**src/rtl/oerb_pkg.sv**
```systemverilog
// Shared types and constants of the overwriting event ring buffer.
package oerb_pkg;

    localparam int TS_W             = 32;
    localparam int EVENT_W          = 16;
    localparam int LEVEL_W          = 8;
    localparam int ARG_W            = 32;
    localparam int COUNT_W          = 7;
    localparam int DROP_W           = 32;
    localparam int DEFAULT_RING_DEPTH = 64;
    localparam int CMD_QUEUE_DEPTH  = 2;

    typedef enum logic {
        KIND_RECORD = 1'b0,
        KIND_DRAIN  = 1'b1
    } kind_t;

    typedef struct packed {
        logic [TS_W-1:0]    ts;
        logic [EVENT_W-1:0] evt_code;
        logic [LEVEL_W-1:0] level;
        logic [ARG_W-1:0]   arg_first;
        logic [ARG_W-1:0]   arg_second;
    } entry_t;

    localparam int ENTRY_W = $bits(entry_t);

    typedef struct packed {
        kind_t              kind;
        entry_t             entry;
        logic [COUNT_W-1:0] drain_limit;
        logic               read_dropped;
    } cmd_t;

    typedef struct packed {
        logic               has_entry;
        entry_t             entry;
        logic [DROP_W-1:0]  dropped_count;
        logic [COUNT_W-1:0] entries_left;
        logic               last;
    } res_t;

    typedef enum logic [1:0] {
        ENG_IDLE,
        ENG_STREAM,
        ENG_EMPTY
    } eng_state_t;

endpackage

```
**src/rtl/oerb_front.sv**
```systemverilog
// Front end: accepts input transfers, forms commands and queues them for the engine.
module oerb_front (
    input  logic                          aclk,
    input  logic                          aresetn,
    input  logic                          s_valid,
    output logic                          s_ready,
    input  logic                          s_kind,
    input  logic [oerb_pkg::TS_W-1:0]     s_timestamp_ms,
    input  logic [oerb_pkg::EVENT_W-1:0]  s_evt_code,
    input  logic [oerb_pkg::LEVEL_W-1:0]  s_level,
    input  logic [oerb_pkg::ARG_W-1:0]    s_arg_first,
    input  logic [oerb_pkg::ARG_W-1:0]    s_arg_second,
    input  logic [oerb_pkg::COUNT_W-1:0]  s_drain_limit,
    input  logic                          s_read_dropped,
    output logic                          cmd_valid,
    output oerb_pkg::cmd_t                cmd,
    input  logic                          cmd_pop
);

    import oerb_pkg::*;

    localparam int QIDX_W = $clog2(CMD_QUEUE_DEPTH);
    localparam int QCNT_W = $clog2(CMD_QUEUE_DEPTH + 1);

    cmd_t              slot_reg [CMD_QUEUE_DEPTH];
    logic [QIDX_W-1:0] wr_idx_reg, wr_idx_next;
    logic [QIDX_W-1:0] rd_idx_reg, rd_idx_next;
    logic [QCNT_W-1:0] count_reg, count_next;
    cmd_t              in_cmd;
    logic              push;

    always_comb begin
        in_cmd              = '0;
        in_cmd.kind         = kind_t'(s_kind);
        if (in_cmd.kind == KIND_RECORD) begin
            in_cmd.entry.ts         = s_timestamp_ms;
            in_cmd.entry.evt_code   = s_evt_code;
            in_cmd.entry.level      = s_level;
            in_cmd.entry.arg_first  = s_arg_first;
            in_cmd.entry.arg_second = s_arg_second;
        end else begin
            in_cmd.drain_limit  = s_drain_limit;
            in_cmd.read_dropped = s_read_dropped;
        end
    end

    assign s_ready   = (count_reg != QCNT_W'(CMD_QUEUE_DEPTH));
    assign push      = s_valid && s_ready;
    assign cmd_valid = (count_reg != '0);
    assign cmd       = slot_reg[rd_idx_reg];

    always_comb begin
        wr_idx_next = wr_idx_reg;
        rd_idx_next = rd_idx_reg;
        count_next  = count_reg;
        if (push) begin
            wr_idx_next = (wr_idx_reg == QIDX_W'(CMD_QUEUE_DEPTH - 1)) ? '0
                        : wr_idx_reg + QIDX_W'(1);
        end
        if (cmd_pop) begin
            rd_idx_next = (rd_idx_reg == QIDX_W'(CMD_QUEUE_DEPTH - 1)) ? '0
                        : rd_idx_reg + QIDX_W'(1);
        end
        if (push && !cmd_pop) begin
            count_next = count_reg + QCNT_W'(1);
        end else if (!push && cmd_pop) begin
            count_next = count_reg - QCNT_W'(1);
        end
    end

    always_ff @(posedge aclk) begin
        if (!aresetn) begin
            wr_idx_reg <= '0;
            rd_idx_reg <= '0;
            count_reg  <= '0;
        end else begin
            wr_idx_reg <= wr_idx_next;
            rd_idx_reg <= rd_idx_next;
            count_reg  <= count_next;
        end
    end

    always_ff @(posedge aclk) begin
        if (push) begin
            slot_reg[wr_idx_reg] <= in_cmd;
        end
    end

endmodule

```
**config.mk**
```make
export PLATFORM = sky130hd
export DESIGN_NAME = oerb_front
export DESIGN_NICKNAME = d
export VERILOG_FILES = /design/src/rtl/oerb_pkg.sv /design/src/rtl/oerb_front.sv
export SDC_FILE = /design/constraint.sdc
export NUM_CORES = 1
export LEC_CHECK = 0
export ABC_AREA = 1
export BUFFER_PORTS_ARGS = -buffer_cell sky130_fd_sc_hd__buf_2
export CAP_MARGIN = 20
export CORE_MARGIN = 4
export CORE_UTILIZATION = 44
export CTS_CLUSTER_DIAMETER = 30
export DETAILED_ROUTE_END_ITERATION = 10
export GPL_TIMING_DRIVEN = 0
export PLACE_DENSITY = 0.79
export SLEW_MARGIN = 20
export SYNTH_ARGS = -nofsm -noshare
export SYNTH_HDL_FRONTEND = slang
export SYNTH_SLANG_ARGS = --single-unit
```
**constraint.sdc**
```tcl
create_clock -name aclk -period 6.1 [get_ports aclk]
set_input_delay 0.61 -clock aclk [delete_from_list [all_inputs] [get_ports aclk]]
set_output_delay 0.61 -clock aclk [all_outputs]
set_load 0.05 [all_outputs]
```
==> impl_metrics.toml, run 1 <==
[clock_network]
post-cts-setup-buffers = 0
cts_buffer_depth = 3
insertion_delay_ps = 530
cts-resized-gates = 0
holdBufCountCts = 0
htree_levels = 2
path_clk_slew_ps = 50
cts_inserted_buffers = 51
cts_tree = "built"
cts.sink_count = 263
cts_root_buffer = "clkbuf_16"

[critical_path]
crit_type = "reg2out"
cp_data_arrival_time_ps = 1910
crit_family = "buffers and inverters"
cpMostUsedCell = "buf_6"
cp-end-kind = "output port"
crit_slowest_cell = "dfxtp_1"
worst_setup_path_start_kind = "flop"
crit_buf_inv = 3
crit_path_max_fanout = 10
path_cells = "buf_6 -> buf_6 -> mux2_2 -> buf_2"
max_stage_delay_ps = 380
critPathRequiredTime_ps = 5490

[synthesis]
seq_area_frac_synth = 0.7394
yosys-top-cells-count = "edfxtp_1, inv_1, mux2_2"
synth_fp_nets = 841
syn_avg_cell_area_um2 = 15.01
synth_seq_cells = 263
synth_top_cell_area_share = 0.7299
ys.flop_type = "edfxtp_1"
synth_warnings = 0
synth_area_leaders = "edfxtp_1, mux2_2, inv_1"
syn_inst = 707
yosysTopAreaCell = "edfxtp_1"
netlist_area_um2 = 10610
yosysUniqueCellTypes = 14
synth.most_common_cell = "edfxtp_1"
ys_async_sr_fraction = 0
synth-edff-count = 258

[worst_hold_path]
hp-class = "in2reg"

[floorplanning]
fp.dieH_um = 163.3
ios = 264
core_area_um2 = 23610
core.rowCount = 56
initial_core_util = 0.4495
dieArea_um2 = 26670
die_w_um = 163.3

[timing]
slew_headroom = 0.4957
clock.fmax_ghz = 0.3970
finalSetupViolCount = 0
worst_clock_skew_ps = 15.98
rsz0062_at_grt = "false"
finalCritPeriodShare = 0.4130
worst_slew_pin_slew_ps = 756.5
finalMaxSlewViolations = 0
hold_viol = 0
period_needed_ps = 2519
setup_slack_ps = 3581
setup_tns_ps = 0

[cells_and_area]
fin_nets = 1169
largest_reg_flops = 258
syn_to_final_growth_pct = 35.64
drive_above_1_share = 0.4795

[detailed_routing]
drt-vias-per-instance = 4.662
first_iter_violations = 364
vias = 6499
antenna_left = 0
wirelength_mm = 23.49
drtPass1Iterations = 5
remaining_drc_errors = 0
wl_per_cell_um = 16.85

[global_routing]
grt_pass1_wl_mm = 35.45
track_usage = 0.1699
antenna_found_initial = 3
grt-ovfl-total = 0
grt_pass1_vias = 7090
grt_max_degree = 25

[pwr]
power.density_nw_per_um2 = 414.2
p_leak_nw = 6.231
vdd_ir_drop_max_uv = 375.4

[place]
hpwlAfterDp_mm = 15.60
port-buffer-count = 263
place_congestion = 0.7673
dp_slack_ps = 3734

[job]
maxCapViolations = 0

[status]
status = "finished clean"
## logic make-up after synthesis
logic type      Yosys count  synth area share
compound gates            3          0.001414
buf+inv                 164           0.06884
mux                     129            0.1369
fa+ha+maj                 1          0.001179
flops                   263            0.7394
simple gates            147           0.05234
## report_power, final
group	internal [mW]	switching, mW	leakage (nW)	total [mW]
logic	0.274	0.662	2.87	0.936
clock network	1.94	0.881	0.862	2.82
registers	2.17	0.0341	2.50	2.20
## cell type report
type,instances,area [um^2]
diodes,1,2.502
plain buffers,28,220.2
clock buffers,55,1291
clock inverters,37,473.0
fillers,1785,9216
inverters,136,510.5
multi-input cells,280,2051
flip-flops and latches,263,7848
well taps,319,399.1
repair buffers,275,1602
## stage by stage
step / util / instance area, um^2 / std cells / hold WS [ps] / total power, mW
after floorplan: - / 10610 / 707 / 463.5 / 2.920
after global placement: 0.5221 / 12330 / 1289 / 474.7 / 3.155
after detailed placement: 0.5349 / 12630 / 1301 / 515.6 / 3.174
after CTS: 0.6096 / 14390 / 1393 / 284.0 / 6.021
after global routing: 0.6097 / 14400 / 1394 / 301.2 / 6.176
final: 0.6097 / 14400 / 1394 / 303.3 / 5.963
## worst paths after layout
| check | cells past startpoint | slack (ps) | from | to |
|---|---|---|---|---|
| hold reg to reg | 2 | 530 | rd_idx_reg | rd_idx_reg |
| setup / recovery | 4 | 3580 | flop | cmd[25] |
| hold / removal | 1 | 300 | s_kind | slot_reg[1][128] |
| setup reg to reg | 7 | 3920 | count_reg[0] | slot_reg[1][36] |
## cells in the final DEF, fill, tap and decap left out
cell type   Yosys  routed
a21oi_1         1       1
buf_12          0       6
buf_16          0       6
buf_2          14     277
buf_6          13      13
bufinv_16       0      10
clkbuf_1        1       5
clkbuf_16       0      51
clkinv_1        0       6
clkinv_2        0      12
clkinv_4        0       2
clkinv_8        0       2
clkinvlp_4      0       3
dfxtp_1         5       5
diode_2         0       1
edfxtp_1      258     258
ha_1            1       1
inv_1         136     136
inv_6           0       2
mux2_2        129     129
nand2_1        17      17
nand3_1         1       1
nand4_1         1       1
nor2_1        128     126
nor2_4          0       2
o21ai_0         2       2
## per-layer routing
metal	vias up	global-route usage	wire, um
met1	3140	0.1873	8678
met3	44	0.04618	1857
met5	-	0	27
li1	3075	-	-
met4	4	0.06100	514
met2	236	0.3140	12410
(Power assumes the default switching activity.)
==> inputs of run 2 (changes only) <==
--- a/config.mk
+++ b/config.mk
@@ -5,7 +5,7 @@
 export SDC_FILE = /design/constraint.sdc
 export NUM_CORES = 1
 export LEC_CHECK = 0
-export ABC_AREA = 1
+export ABC_AREA = 0
 export BUFFER_PORTS_ARGS = -buffer_cell sky130_fd_sc_hd__buf_2
 export CAP_MARGIN = 20
 export CORE_MARGIN = 4
@@ -13,7 +13,7 @@
 export CTS_CLUSTER_DIAMETER = 30
 export DETAILED_ROUTE_END_ITERATION = 10
 export GPL_TIMING_DRIVEN = 0
-export PLACE_DENSITY = 0.79
+export PLACE_DENSITY = 0.76
 export SLEW_MARGIN = 20
 export SYNTH_ARGS = -nofsm -noshare
 export SYNTH_HDL_FRONTEND = slang
==> constraint.sdc (replaced) <==
create_clock -name aclk -period 2.36 [get_ports aclk]
set_input_delay 0.236 -clock aclk [delete_from_list [all_inputs] [get_ports aclk]]
set_output_delay 0.236 -clock aclk [all_outputs]
set_load 0.05 [all_outputs]
==> impl_metrics.toml, run 2 <==
[clock_network]
insertion_delay_ps = 540
cts_root_buffer = "clkbuf_16"
cts_inserted_buffers = 52
cts_tree = "built"
holdBufCountCts = 6
cts_buffer_depth = 3
cts-resized-gates = 0
post-cts-setup-buffers = 0
path_clk_slew_ps = 40
cts.sink_count = 263
htree_levels = 2

[synthesis]
syn_avg_cell_area_um2 = 18.43
synth_fp_nets = 701
yosys-top-cells-count = "edfxtp_1, mux2_2, nor2b_1"
netlist_area_um2 = 10450
synth_top_cell_area_share = 0.7414
ys_async_sr_fraction = 0
syn_inst = 567
synth_seq_cells = 263
synth_area_leaders = "edfxtp_1, mux2_2, nor2b_1"
ys.flop_type = "edfxtp_1"
synth_warnings = 0
synth-edff-count = 258
synth.most_common_cell = "edfxtp_1"
yosysTopAreaCell = "edfxtp_1"
yosysUniqueCellTypes = 21
seq_area_frac_synth = 0.7510

[timing]
rsz0062_at_grt = "false"
period_needed_ps = 2168
worst_slew_pin_slew_ps = 636.6
finalSetupViolCount = 0
slew_headroom = 0.5756
hold_viol = 0
fin_hold_ws_ps = 26.63
finalCritPeriodShare = 0.9186
worst_clock_skew_ps = 12.14
clock.fmax_ghz = 0.4613
finalMaxSlewViolations = 0

[pwr]
power.density_nw_per_um2 = 1093
vdd_ir_drop_max_uv = 761.1
p_leak_nw = 5.412

[detailed_routing]
wirelength_mm = 21.98
vias = 5925
remaining_drc_errors = 0
first_iter_violations = 261
drtPass1Iterations = 4
wl_per_cell_um = 17.44
drt-vias-per-instance = 4.702
antenna_left = 0

[job]
maxCapViolations = 0

[critical_path]
crit_type = "reg2out"
cp_data_arrival_time_ps = 1930
cp-end-kind = "output port"
crit_path_max_fanout = 10
max_stage_delay_ps = 370
worst_setup_path_start_kind = "flop"
regToRegEndpoint = "slot_reg[1][31]"
r2r-start = "count_reg[0]"
critPathRequiredTime_ps = 2120
reg2reg_depth = 4
cpMostUsedCell = "buf_6"
reg2reg_slack_ps = 260
crit_buf_inv = 3
crit_slowest_cell = "dfxtp_1"
path_cells = "buf_6 -> buf_6 -> mux2_2 -> buf_2"
crit_family = "buffers and inverters"

[cells_and_area]
layout_commonest_cell = "buf_2"
syn_to_final_growth_pct = 34.37
fillCellCount = 1845
final-seq-area_um2 = 7849
final_cell_mix = "buf_2, edfxtp_1, mux2_2"
drive_above_1_share = 0.5357
fin_nets = 1031
largest_reg_flops = 258
multi_input_area_um2 = 2392
fin_util = 0.6000

[floorplanning]
fp.dieH_um = 162.1
core.rowCount = 56
initial_core_util = 0.4465
ios = 264
die_w_um = 162.1
dieArea_um2 = 26280
core_area_um2 = 23400

[place]
place_congestion = 0.7154
port-buffer-count = 263
hpwlAfterDp_mm = 14.66

[global_routing]
track_usage = 0.1642
antenna_found_initial = 6
grt_max_degree = 48
grt_pass1_wl_mm = 33.83
grt_pass1_vias = 6597
grt-ovfl-total = 0

[worst_hold_path]
hp-start = "s_drain_limit[1]"
min_to = "slot_reg[1][2]"
hp-class = "in2reg"
whs_path_depth = 2

[status]
status = "finished clean"
-- run 2: cell types whose count changed after synthesis, moves of 2 or more --
cell	before	now
and2_1	0	12
buf_2	14	4
clkbuf_1	1	11
inv_1	136	2
nand2_1	17	0
nor2_1	128	0
nor2b_1	0	120
xor2_1	0	2
-- run 2: routing by layer --
layer / vias up / global-route usage / wire, um
met5: - / 0 / 58
met4: 8 / 0.05959 / 484
met1: 2852 / 0.1901 / 8628
li1: 2794 / - / -
met3: 45 / 0.06217 / 1865
met2: 226 / 0.2801 / 10940
-- run 2: kinds of logic (layout without fill, tap and decap cells) --
family,count (synthesis),in the layout,share of synthesized area
other,0,2,0
muxes,129,129,0.1390
xor gates and xnor gates,3,3,0.002515
and+or+nand+nor,137,137,0.08286
buffers and inverters,30,402,0.02059
AOI/OAI and AO/OA,4,4,0.002874
adders and majority gates,1,1,0.001197
DFF,263,263,0.7510
-- run 2: final cells by class --
type | instances | area share
well taps | 319 | 0.02842
inverters | 2 | 0.0008019
diodes | 2 | 0.0003564
multi-input cells | 274 | 0.1704
clock inverters | 39 | 0.02219
flip-flops and latches | 263 | 0.5589
clock buffers | 57 | 0.09400
repair buffers | 276 | 0.1101
plain buffers | 28 | 0.01479
-- run 2: worst max-delay path by stage --
stage / endpoint / slack (ps) / depth (start not counted)
2_1_floorplan: slot_reg[0][0] / -670 / 3
3_3_place_gp: slot_reg[0][62] / -1840 / 3
3_5_place_dp: slot_reg[1][62] / 230 / 4
4_1_cts: cmd[33] / 140 / 4
5_1_grt: cmd[29] / 100 / 4
6_report: cmd[29] / 190 / 4
-- run 2: power breakdown --
part / switching [mW] / internal (mW)
registers: 0.105 / 5.71
logic: 2.07 / 0.859
clock network: 2.33 / 4.27
-- run 2: per-stage QoR --
step	total power, mW	cells	area (um^2)	setup TNS [ps]	worst slack [ps]
floorplan	8.062	567	10460	-125800	-668.0
global placement	8.757	1149	12170	-380890	-1843
detailed placement	8.844	1156	12350	0	230.1
CTS	15.53	1258	14040	0	136.3
global route	15.95	1260	14040	0	96.00
finish	15.34	1260	14040	0	192.0
-- run 2: worst register-to-register path, delay by kind of cell (launching register included) --
kind | cells | cell delay, ps
buffers and inverters | 2 | 610
DFF | 1 | 360
and+or+nand+nor | 2 | 770
==> inputs of run 3 (changes only) <==
==> constraint.sdc (replaced) <==
create_clock -name aclk -period 2.36 [get_ports aclk]
set_input_delay 0.354 -clock aclk [delete_from_list [all_inputs] [get_ports aclk]]
set_output_delay 0.354 -clock aclk [all_outputs]
set_load 0.05 [all_outputs]
==> impl_metrics.toml, run 3 (same netlist as run 2, synthesis figures left out) <==
[timing]
slew_headroom = 0.5784
clock.fmax_ghz = 0.4420
hold_viol = 0
worst_slew_pin_slew_ps = 632.5
finalMaxSlewViolations = 0
period_needed_ps = 2263
finalSetupViolCount = 0
rsz0062_at_grt = "false"
worst_clock_skew_ps = 13.46
finalCritPeriodShare = 0.9587

[critical_path]
reg2reg_slack_ps = 260
critPathRequiredTime_ps = 2010
crit_buf_inv = 3
cp_data_arrival_time_ps = 1910
crit_slowest_cell = "dfxtp_1"
path_cells = "buf_12 -> buf_6 -> mux2_2 -> buf_2"
regToRegEndpoint = "slot_reg[1][46]"
crit_path_max_fanout = 10
crit_family = "buffers and inverters"
worst_setup_path_start_kind = "flop"
reg2reg_depth = 4
r2r-start = "count_reg[0]"
cp-end-kind = "output port"
max_stage_delay_ps = 410
crit_type = "reg2out"

[floorplanning]
core.rowCount = 56
ios = 264
core_area_um2 = 23400
die_w_um = 162.1
initial_core_util = 0.4465
dieArea_um2 = 26280
fp.dieH_um = 162.1

[clock_network]
cts_root_buffer = "clkbuf_16"
htree_levels = 2
cts.sink_count = 263
post-cts-setup-buffers = 0
path_clk_slew_ps = 50
holdBufCountCts = 0
cts_buffer_depth = 3
insertion_delay_ps = 530
cts_inserted_buffers = 52
cts-resized-gates = 0
cts_tree = "built"

[pwr]
vdd_ir_drop_max_uv = 761.0
power.density_nw_per_um2 = 1096
p_leak_nw = 5.390

[cells_and_area]
final-instance-count-excl-fill = 1254
fin_nets = 1025
final_cell_mix = "buf_2, edfxtp_1, mux2_2"
largest_reg_flops = 258
fin_util = 0.5978
syn_to_final_growth_pct = 33.88
layout_commonest_cell = "buf_2"
drive_above_1_share = 0.5391

[detailed_routing]
wirelength_mm = 21.78
vias = 5909
antenna_left = 0
first_iter_violations = 255
remaining_drc_errors = 0
drt-vias-per-instance = 4.712
drtPass1Iterations = 5
wl_per_cell_um = 17.37

[global_routing]
track_usage = 0.1623
grt_pass1_wl_mm = 33.45
grt_max_degree = 48
grt_pass1_vias = 6541
antenna_found_initial = 6
grt-ovfl-total = 0

[status]
status = "finished clean"

[place]
port-buffer-count = 263
hpwlAfterDp_mm = 14.66
place_congestion = 0.7154
dpl.cell_count = 1156

[worst_hold_path]
hp-class = "in2reg"
hp-start = "s_kind"
whs_path_depth = 1
min_to = "slot_reg[0][128]"

[job]
maxCapViolations = 0
[run 3: changes by cell type in the layout (fill, tap and decap cells not counted), sizes merged]
cell / previous run / this run
dlygate4sd3: 6 / 0
[run 3: layer usage]
metal  routed length (um)  vias up  part of all wire  track usage
met5                   52        -            0.0024            0
met4                  552        8             0.025      0.05959
met3                 1949       49             0.089      0.06217
met2                10750      234              0.49       0.2740
met1                 8481     2833              0.39       0.1898
li1                     -     2785                 -            -
[run 3: metrics by stage]
stage | hold slack (ps) | power [mW] | cell area [um^2] | setup slack, ps | TNS, ps
global route | 54.92 | 15.94 | 13990 | 12.93 | 0
detailed placement | 540.9 | 8.844 | 12350 | 230.1 | 0
global placement | 516.1 | 8.757 | 12170 | -1849 | -381590
finish | 65.84 | 15.34 | 13990 | 97.47 | 0
floorplan | 452.9 | 8.062 | 10460 | -668.0 | -125800
CTS | 39.21 | 15.52 | 13980 | 18.30 | 0
[run 3: report_power, final]
group / internal [mW] / switching, mW
combinational: 0.856 / 2.06
clock: 4.27 / 2.34
sequential: 5.71 / 0.106
total: 10.8 / 4.51
[run 3: final cells by class]
| type | count | area, um^2 |
|---|---|---|
| tap | 319 | 399.1 |
| timing repair buffer | 270 | 1486 |
| buffer | 28 | 216.5 |
| inverter | 2 | 11.26 |
| clock inverter | 39 | 311.5 |
| multi-input combinational | 274 | 2392 |
| clock buffer | 57 | 1320 |
| sequential | 263 | 7849 |
| fill | 1853 | 9412 |
| antenna | 2 | 5.005 |
[run 3: worst max-delay path by stage]
stage / to / slack [ps] / cells past startpoint
finish: cmd[29] / 100 / 4
global route: cmd[29] / 10 / 4
global placement: slot_reg[0][62] / -1850 / 3
CTS: cmd[33] / 20 / 4
detailed placement: slot_reg[1][62] / 230 / 4
floorplan: slot_reg[0][0] / -670 / 3
[run 3: worst register-to-register path, cell delays in order (launching register included)]
cell	delay [ps]
dfxtp_2	360
nand2b_4	160
and3_4	610
buf_16	330
buf_16	270
